[src/rtl/core/msef_pkg.sv]
`timescale 1ns / 1ps
`default_nettype none

package msef_pkg;

	localparam int RAW_W   = 16;
	localparam int VALUE_W = 14;
	localparam int DROP_W  = 2;
	localparam int AVG_W   = 28;
	localparam int CNT_W   = 32;
	localparam int CH_W    = 4;
	localparam int SHIFT_W = 4;
	localparam int CFG_W   = 64;

	localparam logic [SHIFT_W-1:0] SHIFT_MAX = SHIFT_W'(VALUE_W);

	typedef enum logic {
		MODE_SAMPLE = 1'b0,
		MODE_READ   = 1'b1
	} mode_t;

	typedef struct packed {
		logic [AVG_W-1:0] avg;
		logic [CNT_W-1:0] cnt;
	} entry_t;

endpackage

`default_nettype wire

[src/rtl/core/msef_state_mem.sv]
`timescale 1ns / 1ps
`default_nettype none

module msef_state_mem #(
	parameter int DEPTH  = 16,
	parameter int ADDR_W = 4
) (
	input  wire logic                clk,
	input  wire logic                arst_n,
	input  wire logic                rd_en,
	input  wire logic [ADDR_W-1:0]   rd_addr,
	output msef_pkg::entry_t         rd_data,
	input  wire logic                wr_en,
	input  wire logic [ADDR_W-1:0]   wr_addr,
	input  wire msef_pkg::entry_t    wr_data
);

	msef_pkg::entry_t mem [DEPTH];
	msef_pkg::entry_t rd_mem_q;
	logic [DEPTH-1:0] valid_q;
	logic             rd_valid_q;

	always_ff @(posedge clk) begin
		if (wr_en) begin
			mem[wr_addr] <= wr_data;
		end
	end

	always_ff @(posedge clk) begin
		if (rd_en) begin
			rd_mem_q <= mem[rd_addr];
		end
	end

	always_ff @(posedge clk or negedge arst_n) begin
		if (!arst_n) begin
			valid_q    <= '0;
			rd_valid_q <= 1'b0;
		end else begin
			if (wr_en) begin
				valid_q[wr_addr] <= 1'b1;
			end
			if (rd_en) begin
				rd_valid_q <= valid_q[rd_addr];
			end
		end
	end

	// unwritten entries read as zero
	assign rd_data = rd_valid_q ? rd_mem_q : '0;

endmodule

`default_nettype wire

[src/rtl/core/msef_update.sv]
`timescale 1ns / 1ps
`default_nettype none

module msef_update (
	input  wire msef_pkg::entry_t               cur,
	input  wire logic [msef_pkg::SHIFT_W-1:0]   shift_raw,
	input  wire logic [msef_pkg::RAW_W-1:0]     raw_word,
	output msef_pkg::entry_t                    nxt
);

	logic [msef_pkg::SHIFT_W-1:0] k;
	logic [msef_pkg::VALUE_W-1:0] x;
	logic [msef_pkg::AVG_W-1:0]   x_sh;
	logic [msef_pkg::AVG_W-1:0]   a_sh;
	logic [msef_pkg::AVG_W:0]     sum;

	always_comb begin
		k    = (shift_raw > msef_pkg::SHIFT_MAX) ? msef_pkg::SHIFT_MAX : shift_raw;
		x    = raw_word[msef_pkg::RAW_W-1:msef_pkg::DROP_W];
		x_sh = msef_pkg::AVG_W'(x) << (msef_pkg::SHIFT_MAX - k);
		a_sh = cur.avg >> k;
		sum  = {1'b0, cur.avg} - {1'b0, a_sh} + {1'b0, x_sh};
		if (cur.avg == '0) begin
			nxt.avg = {x, {msef_pkg::VALUE_W{1'b0}}};
		end else begin
			nxt.avg = sum[msef_pkg::AVG_W-1:0];
		end
		nxt.cnt = cur.cnt + msef_pkg::CNT_W'(1);
	end

endmodule

`default_nettype wire

[src/rtl/core/multichannel_shift_ema_filter_bank_core.sv]
// Stage 1 registers an accepted request; the output registers then take its result.
// Throughput: one request per cycle unless out_stall stalls the output, set by the
// single read-modify-write pass through the channel state memory (read on accept,
// update and write back on advance, last write forwarded to the following request).
// Reset: arst_n clears pipeline valids, memory valid bits and shift_table; the state
// memory reads as zero until written, so no clearing pass is needed.
`timescale 1ns / 1ps
`default_nettype none

module multichannel_shift_ema_filter_bank_core #(
	parameter int CHANNELS = 16
) (
	input  wire logic                            clk,
	input  wire logic                            arst_n,
	input  wire logic                            cfg_wen,
	input  wire logic [msef_pkg::CFG_W-1:0]      cfg_wdata,
	input  wire logic                            in_valid,
	output logic                                 in_stall,
	input  wire logic                            mode,
	input  wire logic [msef_pkg::CH_W-1:0]       channel,
	input  wire logic [msef_pkg::RAW_W-1:0]      raw_word,
	output logic                                 out_valid,
	input  wire logic                            out_stall,
	output logic [msef_pkg::CH_W-1:0]            out_channel,
	output logic [msef_pkg::AVG_W-1:0]           average,
	output logic [msef_pkg::CNT_W-1:0]           sample_count
);

	localparam int IDX_W = $clog2(CHANNELS);

	logic [msef_pkg::CFG_W-1:0] shift_table_q;

	logic                         accept;
	logic                         in_range;
	logic                         advance;

	logic                         valid_s1;
	msef_pkg::mode_t              mode_s1;
	logic [msef_pkg::CH_W-1:0]    channel_s1;
	logic [msef_pkg::RAW_W-1:0]   raw_s1;
	logic                         in_range_s1;
	logic [IDX_W-1:0]             addr_s1;

	logic                         fwd_valid_q;
	logic [IDX_W-1:0]             fwd_addr_q;
	msef_pkg::entry_t             fwd_data_q;

	msef_pkg::entry_t             rd_data;
	msef_pkg::entry_t             cur;
	msef_pkg::entry_t             nxt;
	msef_pkg::entry_t             result;
	logic                         wr_en;
	logic [msef_pkg::SHIFT_W-1:0] shift_raw;

	logic                         out_valid_q;
	logic [msef_pkg::CH_W-1:0]    out_channel_q;
	logic [msef_pkg::AVG_W-1:0]   average_q;
	logic [msef_pkg::CNT_W-1:0]   sample_count_q;

	always_ff @(posedge clk or negedge arst_n) begin
		if (!arst_n) begin
			shift_table_q <= '0;
		end else if (cfg_wen) begin
			shift_table_q <= cfg_wdata;
		end
	end

	assign advance  = valid_s1 && (!out_valid_q || !out_stall);
	assign in_stall = valid_s1 && !advance;
	assign accept   = in_valid && !in_stall;
	assign in_range = (32'(channel) < CHANNELS);

	always_ff @(posedge clk or negedge arst_n) begin
		if (!arst_n) begin
			valid_s1 <= 1'b0;
		end else if (!in_stall) begin
			valid_s1 <= in_valid;
		end
	end

	always_ff @(posedge clk) begin
		if (accept) begin
			mode_s1     <= msef_pkg::mode_t'(mode);
			channel_s1  <= channel;
			raw_s1      <= raw_word;
			in_range_s1 <= in_range;
			addr_s1     <= IDX_W'(channel);
		end
	end

	msef_state_mem #(
		.DEPTH  (CHANNELS),
		.ADDR_W (IDX_W)
	) u_mem (
		.clk     (clk),
		.arst_n  (arst_n),
		.rd_en   (accept && in_range),
		.rd_addr (IDX_W'(channel)),
		.rd_data (rd_data),
		.wr_en   (wr_en),
		.wr_addr (addr_s1),
		.wr_data (nxt)
	);

	// forward the write that lands on the same edge as the read
	assign cur = (fwd_valid_q && (fwd_addr_q == addr_s1)) ? fwd_data_q : rd_data;

	assign shift_raw = shift_table_q[{channel_s1, 2'b00} +: msef_pkg::SHIFT_W];

	msef_update u_update (
		.cur       (cur),
		.shift_raw (shift_raw),
		.raw_word  (raw_s1),
		.nxt       (nxt)
	);

	assign wr_en = advance && in_range_s1 && (mode_s1 == msef_pkg::MODE_SAMPLE);

	always_comb begin
		if (!in_range_s1) begin
			result = '0;
		end else if (mode_s1 == msef_pkg::MODE_SAMPLE) begin
			result = nxt;
		end else begin
			result = cur;
		end
	end

	always_ff @(posedge clk or negedge arst_n) begin
		if (!arst_n) begin
			fwd_valid_q <= 1'b0;
		end else if (wr_en) begin
			fwd_valid_q <= 1'b1;
		end
	end

	always_ff @(posedge clk) begin
		if (wr_en) begin
			fwd_addr_q <= addr_s1;
			fwd_data_q <= nxt;
		end
	end

	always_ff @(posedge clk or negedge arst_n) begin
		if (!arst_n) begin
			out_valid_q <= 1'b0;
		end else if (!out_valid_q || !out_stall) begin
			out_valid_q <= advance;
		end
	end

	always_ff @(posedge clk) begin
		if (advance) begin
			out_channel_q  <= channel_s1;
			average_q      <= result.avg;
			sample_count_q <= result.cnt;
		end
	end

	assign out_valid    = out_valid_q;
	assign out_channel  = out_channel_q;
	assign average      = average_q;
	assign sample_count = sample_count_q;

endmodule

`default_nettype wire

[config.mk]
export PLATFORM = sky130hd
export DESIGN_NAME = multichannel_shift_ema_filter_bank_core
export DESIGN_NICKNAME = d
export VERILOG_FILES = /design/src/rtl/core/msef_pkg.sv /design/src/rtl/core/msef_state_mem.sv /design/src/rtl/core/msef_update.sv /design/src/rtl/core/multichannel_shift_ema_filter_bank_core.sv
export SDC_FILE = /design/constraint.sdc
export NUM_CORES = 1
export LEC_CHECK = 0
export BUFFER_PORTS_ARGS = -buffer_cell sky130_fd_sc_hd__buf_2
export CORE_MARGIN = 8
export CORE_UTILIZATION = 45
export CTS_CLUSTER_DIAMETER = 30
export DETAILED_ROUTE_END_ITERATION = 10
export PLACE_DENSITY = 0.61
export SLEW_MARGIN = 25
export SYNTH_ARGS = -nofsm -noshare
export SYNTH_HDL_FRONTEND = slang
export SYNTH_SLANG_ARGS = --single-unit
[constraint.sdc]
create_clock -name clk -period 9 [get_ports clk]
set_input_delay 0.45 -clock clk [delete_from_list [all_inputs] [get_ports clk]]
set_output_delay 0.45 -clock clk [all_outputs]
set_load 0.005 [all_outputs]
Yosys cells after proc, flatten, opt, wreduce, memory -nomap -nowiden
Memories as Yosys holds them, arrays and structs flattened. A register that Yosys moved wholly into a read port is not among the register bits.
Index checks and enable logic that the tools add are counted.
{"block": "word_totals", "memories": 1, "ramBits": 960, "output_inout_bits": 66, "regBits": 233}
{"name": "u_mem.mem", "words": 16, "word_bits": 60, "read_ports": 1, "rd_clocked_by_memory_dff": 1, "write_ports": 1, "line_no": "msef_state_mem.sv:18", "source": "msef_pkg::entry_t mem [DEPTH];"}
{"block": "op_classes", "n_eq_ne": 1, "n_shift": 3, "bitwise_logic": 2, "add_sub_neg": 4, "n_reduce_logical": 12, "muxes": 11, "n_lt_le_gt_ge": 4}
{"operator": "2-to-1 mux 60 bit", "n": 3}
{"operator": "indexed part select 64 x 7 -> 4 bit", "n": 1}
{"operator": "adder 32 x 1 -> 32 bit (second input constant)", "n": 1}
{"operator": "adder 28 bit", "n": 1}
{"operator": "zero test 28 bit", "n": 1}
{"operator": "2-to-1 mux 28 bit", "n": 1}
{"operator": "<< shifter 14 x 4 -> 28 bit", "n": 1}
{"operator": "right shift 28 x 4 -> 28 bit", "n": 1}
{"operator": "subtractor 28 bit", "n": 1}
{"operator": "OR 16 bit", "n": 1}
{"operator": "less-than comparator 4 x 5 -> 1 bit (second input constant)", "n": 2}
{"operator": "logical AND 1 bit", "n": 6}
{"operator": "binary-select mux 1 bit (select 4 bit)", "n": 1}
{"operator": "demux 1 bit (select 4 bit)", "n": 1}
{"operator": "equality test 4 bit", "n": 1}
{"operator": "greater-or-equal comparator 4 x 1 -> 1 bit (second input constant)", "n": 1}
{"operator": "> comparator 4 bit (second input constant)", "n": 1}
{"operator": "zero test 1 bit", "n": 4}
{"operator": "2-to-1 mux 1 bit", "n": 4}
{"operator": "2-to-1 mux 4 bit", "n": 1}
{"operator": "subtractor 4 bit (first input constant)", "n": 1}
{"operator": "logical OR 1 bit", "n": 1}
{"operator": "inverter 1 bit", "n": 1}

Logic depth before layout (Yosys ltp)
{"block": "logic_depth", "ltp_word": 8, "ltp_mapped": 30}

Hierarchy
From an unflattened synthesis, not the netlist that was laid out.
{"block": "hier_totals", "cells_unflattened": 2873, "hier_area_um2": 53037.1}
{"module": "msef_state_mem", "cells_each": 1518, "seq_area_each_um2": 31054.8, "instances": 1, "area_per_inst_um2": 38964.9}
{"module": "multichannel_shift_ema_filter_bank_core", "cells_each": 681, "seq_area_each_um2": 6150.9, "instances": 1, "area_per_inst_um2": 9166.3}
{"module": "msef_update", "cells_each": 674, "seq_area_each_um2": 0.0, "instances": 1, "area_per_inst_um2": 4906.0}

Worst setup path after synthesis
OpenSTA, ideal clock, no wires.
{"block": "synth_path", "path_type": "in2reg", "startpoint": "input port out_stall", "endpoint": "register u_mem.valid_q[1]", "t_arrival_ps": 8712, "path_stages": 7, "n_path_buf": 0, "path_slack_ps": 198, "cell_sequence": "nand2_1 > and2_1 > nand2b_1 > inv_1 > nand3b_1 > nor3_1 > or2_2"}
{"block": "synth_between", "elab_chain_len": 4}
{"item": "start: declaration", "line_no": "multichannel_shift_ema_filter_bank_core.sv:23", "source": "input wire logic out_stall,"}
{"item": "zero test 1 bit", "line_no": "multichannel_shift_ema_filter_bank_core.sv:68", "source": "assign advance = valid_s1 && (!out_valid_q || !out_stall);"}
{"item": "logical OR 1 bit", "line_no": "multichannel_shift_ema_filter_bank_core.sv:68"}
{"item": "logical AND 1 bit", "line_no": "multichannel_shift_ema_filter_bank_core.sv:68"}
{"item": "net advance", "line_no": "multichannel_shift_ema_filter_bank_core.sv:35", "source": "logic advance;"}
{"item": "logical AND 1 bit", "line_no": "multichannel_shift_ema_filter_bank_core.sv:117", "source": "assign wr_en = advance && in_range_s1 && (mode_s1 == msef_pkg::MODE_SAMPLE);"}
{"item": "net u_mem.wr_en", "line_no": "msef_state_mem.sv:13", "source": "input wire logic wr_en,"}
{"item": "end signal: assignment", "line_no": "msef_state_mem.sv:37", "source": "valid_q <= '0;"}
{"item": "end signal: indexed assignment", "line_no": "msef_state_mem.sv:41", "source": "valid_q[wr_addr] <= 1'b1;"}
{"item": "end: declaration", "line_no": "msef_state_mem.sv:20", "source": "logic [DEPTH-1:0] valid_q;"}
The timed path passes the listed nets, and every way through them passes these cells.
A chain may end at the register's enable or synchronous reset.

==> flow_summary.json <==
{
  "worst_slack_ns": 0.884,
  "cts_tree": "done",
  "grt_start_max_net_pins": 94,
  "setup_viol": 0,
  "critical_path_required_ns": 9.48,
  "max_cap_violations": 0,
  "post-route-period-util": 0.902,
  "cp_max_fo": 21,
  "clock_latency_ns": 0.82,
  "min_period_ns": 8.12,
  "via_per_inst": 5.87,
  "cp_top_family": "compound AO/OA/AOI/OAI gates",
  "clock_path_buffers": 3,
  "nNetsFinal": 3365,
  "grt_setup_unrepaired": "false",
  "via_count": 29100,
  "syn_area_um2": 52700,
  "tns_ns": 0,
  "grt_pass1_wl_mm": 202,
  "synth_ff_type": "edfxtp_1",
  "clock-sinks": 1251,
  "critPathSlowestCell": "edfxtp_1",
  "synthArstFlopShare": 0.0671,
  "area_growth_pct": 23.3,
  "placementRows": 125,
  "grt_usage": 0.213,
  "crit_chain": "buf_4, mux4_2, a221o_2, nand2_4, o21ai_4, inv_4, ha_1, inv_1, a31oi_1, nor3_1, fa_1, ha_1, o21ai_0, o21ai_0, a32oi_1, o21bai_1, a31oi_1, o21ai_0, xnor2_1, o21ai_0, buf_4, mux2_2",
  "gp_congestion": 0.910,
  "power.total_mw": 23.3,
  "post-dp-hpwl_mm": 77.0,
  "path_clk_slew_ns": 0.05,
  "critPathMaxStageDelay_ns": 0.80,
  "synth_cell_types": 76,
  "worst_pin_slew_ns": 1.07,
  "htree_levels": 4,
  "fillers": 8729,
  "worstSetupPathType": "reg -> reg",
  "power_density_nw_per_um2": 360,
  "die_y_um": 358,
  "status": "finished with violations",
  "dieArea_um2": 128000,
  "antenna_left": 0,
  "post-place-ws_ns": 0.710,
  "syn-num-nets": 2952,
  "cp.arrival_ns": 8.60,
  "netlist_instances": 2805,
  "layout.area.seq_um2": 37100,
  "antenna_found_initial": 4,
  "cp_common_cell": "o21ai_0",
  "drtIter0Drc": 2873,
  "drc": 1,
  "ys_seq_area_frac": 0.705,
  "wl_per_cell_um": 27.8,
  "io_buffer_count": 153,
  "ys_warn_count": 0,
  "violations": "DRC",
  "end_kind": "register",
  "clockRootBuffer": "clkbuf_16",
  "cts_buffers": 238,
  "avgSynthCellArea_um2": 18.8,
  "finClkSkew_ns": 0.0856,
  "overflow": 0,
  "ioPinCount": 156,
  "diodes": 0,
  "die_w_um": 358,
  "slew_viol_final": 0,
  "synth_edf_count": 1167,
  "multi_input_area_um2": 15100,
  "drive_gt1_frac": 0.338,
  "max_freq_mhz": 123,
  "grt_pass1_vias": 30500,
  "hp-class": "in -> async",
  "finalHoldViolCount": 0,
  "slew_headroom": 0.282,
  "wl_mm": 138,
  "yosys_register_bits": 1251,
  "dp.cells": 4417,
  "path_buf_inv": 4,
  "start_util": 0.453,
  "dr.pass1.iters": 9,
  "critPathLaunchType": "register",
  "vdd_drop_max_uv": 308,
  "static-leakage-power_nw": 22.5,
  "core_um2": 116000,
  "fin_cells": 4955,
  "worst_hold_slack_ns": 0.0895
}
## path summary, 6_finish.rpt
path / start / cells past startpoint / to / slack [ns]
setup / recovery: addr_s1[0] / 22 / average[19] / 0.88
min in group clk: channel[0] / 1 / addr_s1[0] / 0.16
max in group asynchronous: arst_n / 3 / u_mem.rd_valid_q / 7.71
hold reg to reg: u_mem.valid_q[2] / 1 / u_mem.valid_q[2] / 0.46
setup reg to reg: addr_s1[0] / 22 / average[19] / 0.88
hold / removal: arst_n / 2 / shift_table_q[45] / 0.09
## registers in the layout (all words and copies together) (netlist names), 4 cells and up
register        cells
shift_table_q      64
u_mem.rd_mem_q     60
sample_count       32
fwd_data_q         60
u_mem.mem         960
average            28
raw_s1             14
fwd_addr_q          4
addr_s1             4
out_channel         4
u_mem.valid_q      16
## repair_timing
item / CTS / global route
setup endpoints to repair: 0 / 0
hold buffers: 84 / 0
hold endpoints to repair: 103 / 0
resized for setup: 0 / 0
buffers inserted: 0 / 0
## per-stage QoR
step	util	instance area, um^2
6_report	0.559	64900
5_1_grt	0.559	64900
4_1_cts	0.556	64700
3_5_place_dp	0.478	55500
3_3_place_gp	0.478	55500
2_1_floorplan	-	52700
## metal layers
metal | global-route usage | up-vias | part of all wire
met4 | 0.0646 | 0 | 0.024
met5 | 0 | - | 0
met2 | 0.341 | 1274 | 0.48
met3 | 0.0375 | 240 | 0.071
met1 | 0.300 | 15300 | 0.43
li1 | - | 12300 | -
## power by group
| group | switching (mW) | total [mW] | internal, mW |
|---|---|---|---|
| registers | 0.164 | 8.78 | 8.61 |
| logic | 4.00 | 5.72 | 1.72 |
| clock network | 3.13 | 8.85 | 5.72 |
| total | 7.30 | 23.3 | 16.1 |
## kinds of logic (layout without fill, tap and decap cells)
| family | Yosys count | after routing | share of synthesized area |
|---|---|---|---|
| flops | 1251 | 1251 | 0.705 |
| mux | 492 | 492 | 0.172 |
| simple gates | 441 | 441 | 0.0400 |
| compound gates | 280 | 280 | 0.0336 |
| buf+inv | 190 | 816 | 0.0155 |
| xor+xnor | 94 | 94 | 0.0156 |
| fa+ha+maj | 57 | 57 | 0.0174 |
## layout by cell type (no fill, tap or decap), types with 12 or more instances in the layout
cell type,n
nor2_1,92
and3_1,37
o21a_1,13
o21ai_1,19
dlygate4sd3_1,84
edfxtp_1,1167
o21ai_0,35
clkbuf_1,19
a31oi_1,16
ha_1,30
mux2_2,101
inv_1,38
clkinv_4,31
xor2_1,18
nand2_1,127
xnor2_2,17
inv_6,28
dfrtp_1,83
bufinv_16,26
clkinv_2,35
nor2_4,13
or2_2,19
mux2i_1,66
xnor2_1,48
mux4_2,320
nand4_1,14
o211ai_1,16
nand2b_1,12
clkinv_1,30
buf_2,148
a21o_1,14
buf_4,85
clkbuf_16,239
nor3_1,23
fa_1,27
clkinvlp_4,22
nand3_1,42
a21oi_1,104
## layout make-up
type,count,area share
Clock buffer,263,0.0943
Sequential cell,1251,0.572
Tap cell,1524,0.0294
Clock inverter,190,0.0334
Timing Repair Buffer,322,0.0354
Multi-Input combinational cell,1364,0.233
Inverter,41,0.00264
## synth_stat cells (4+ instances only)
master | count | share of area
nor3_1 | 29 | 0.0028
nand3_1 | 42 | 0.0040
clkbuf_1 | 103 | 0.0073
a31oi_1 | 16 | 0.0019
a21oi_1 | 104 | 0.0099
o21bai_1 | 5 | 0.00071
nor2b_1 | 6 | 0.00071
ha_1 | 30 | 0.0071
or2_2 | 19 | 0.0023
xnor2_1 | 65 | 0.011
nand2_1 | 128 | 0.0091
buf_1 | 32 | 0.0023
and2_1 | 9 | 0.0011
nor4_1 | 10 | 0.0012
o211ai_1 | 16 | 0.0023
o22ai_1 | 6 | 0.00071
a21o_1 | 14 | 0.0020
o21ai_0 | 41 | 0.0039
dfrtp_1 | 84 | 0.040
fa_1 | 27 | 0.010
mux4_2 | 320 | 0.14
and3_1 | 37 | 0.0044
o21a_1 | 13 | 0.0019
nand2b_1 | 12 | 0.0014
or3_1 | 6 | 0.00071
o21ai_1 | 14 | 0.0013
buf_2 | 5 | 0.00048
mux2i_1 | 66 | 0.013
a221oi_2 | 5 | 0.0014
o31ai_1 | 4 | 0.00057
xor2_1 | 29 | 0.0048
inv_1 | 39 | 0.0028
nor2_1 | 113 | 0.0081
a22oi_1 | 4 | 0.00057
edfxtp_1 | 1167 | 0.67
buf_6 | 4 | 0.00086
a211oi_1 | 4 | 0.00057
a22o_1 | 4 | 0.00067
nand4_1 | 14 | 0.0017
mux2_2 | 101 | 0.022
Note: power is estimated with default switching activity, not from simulation.
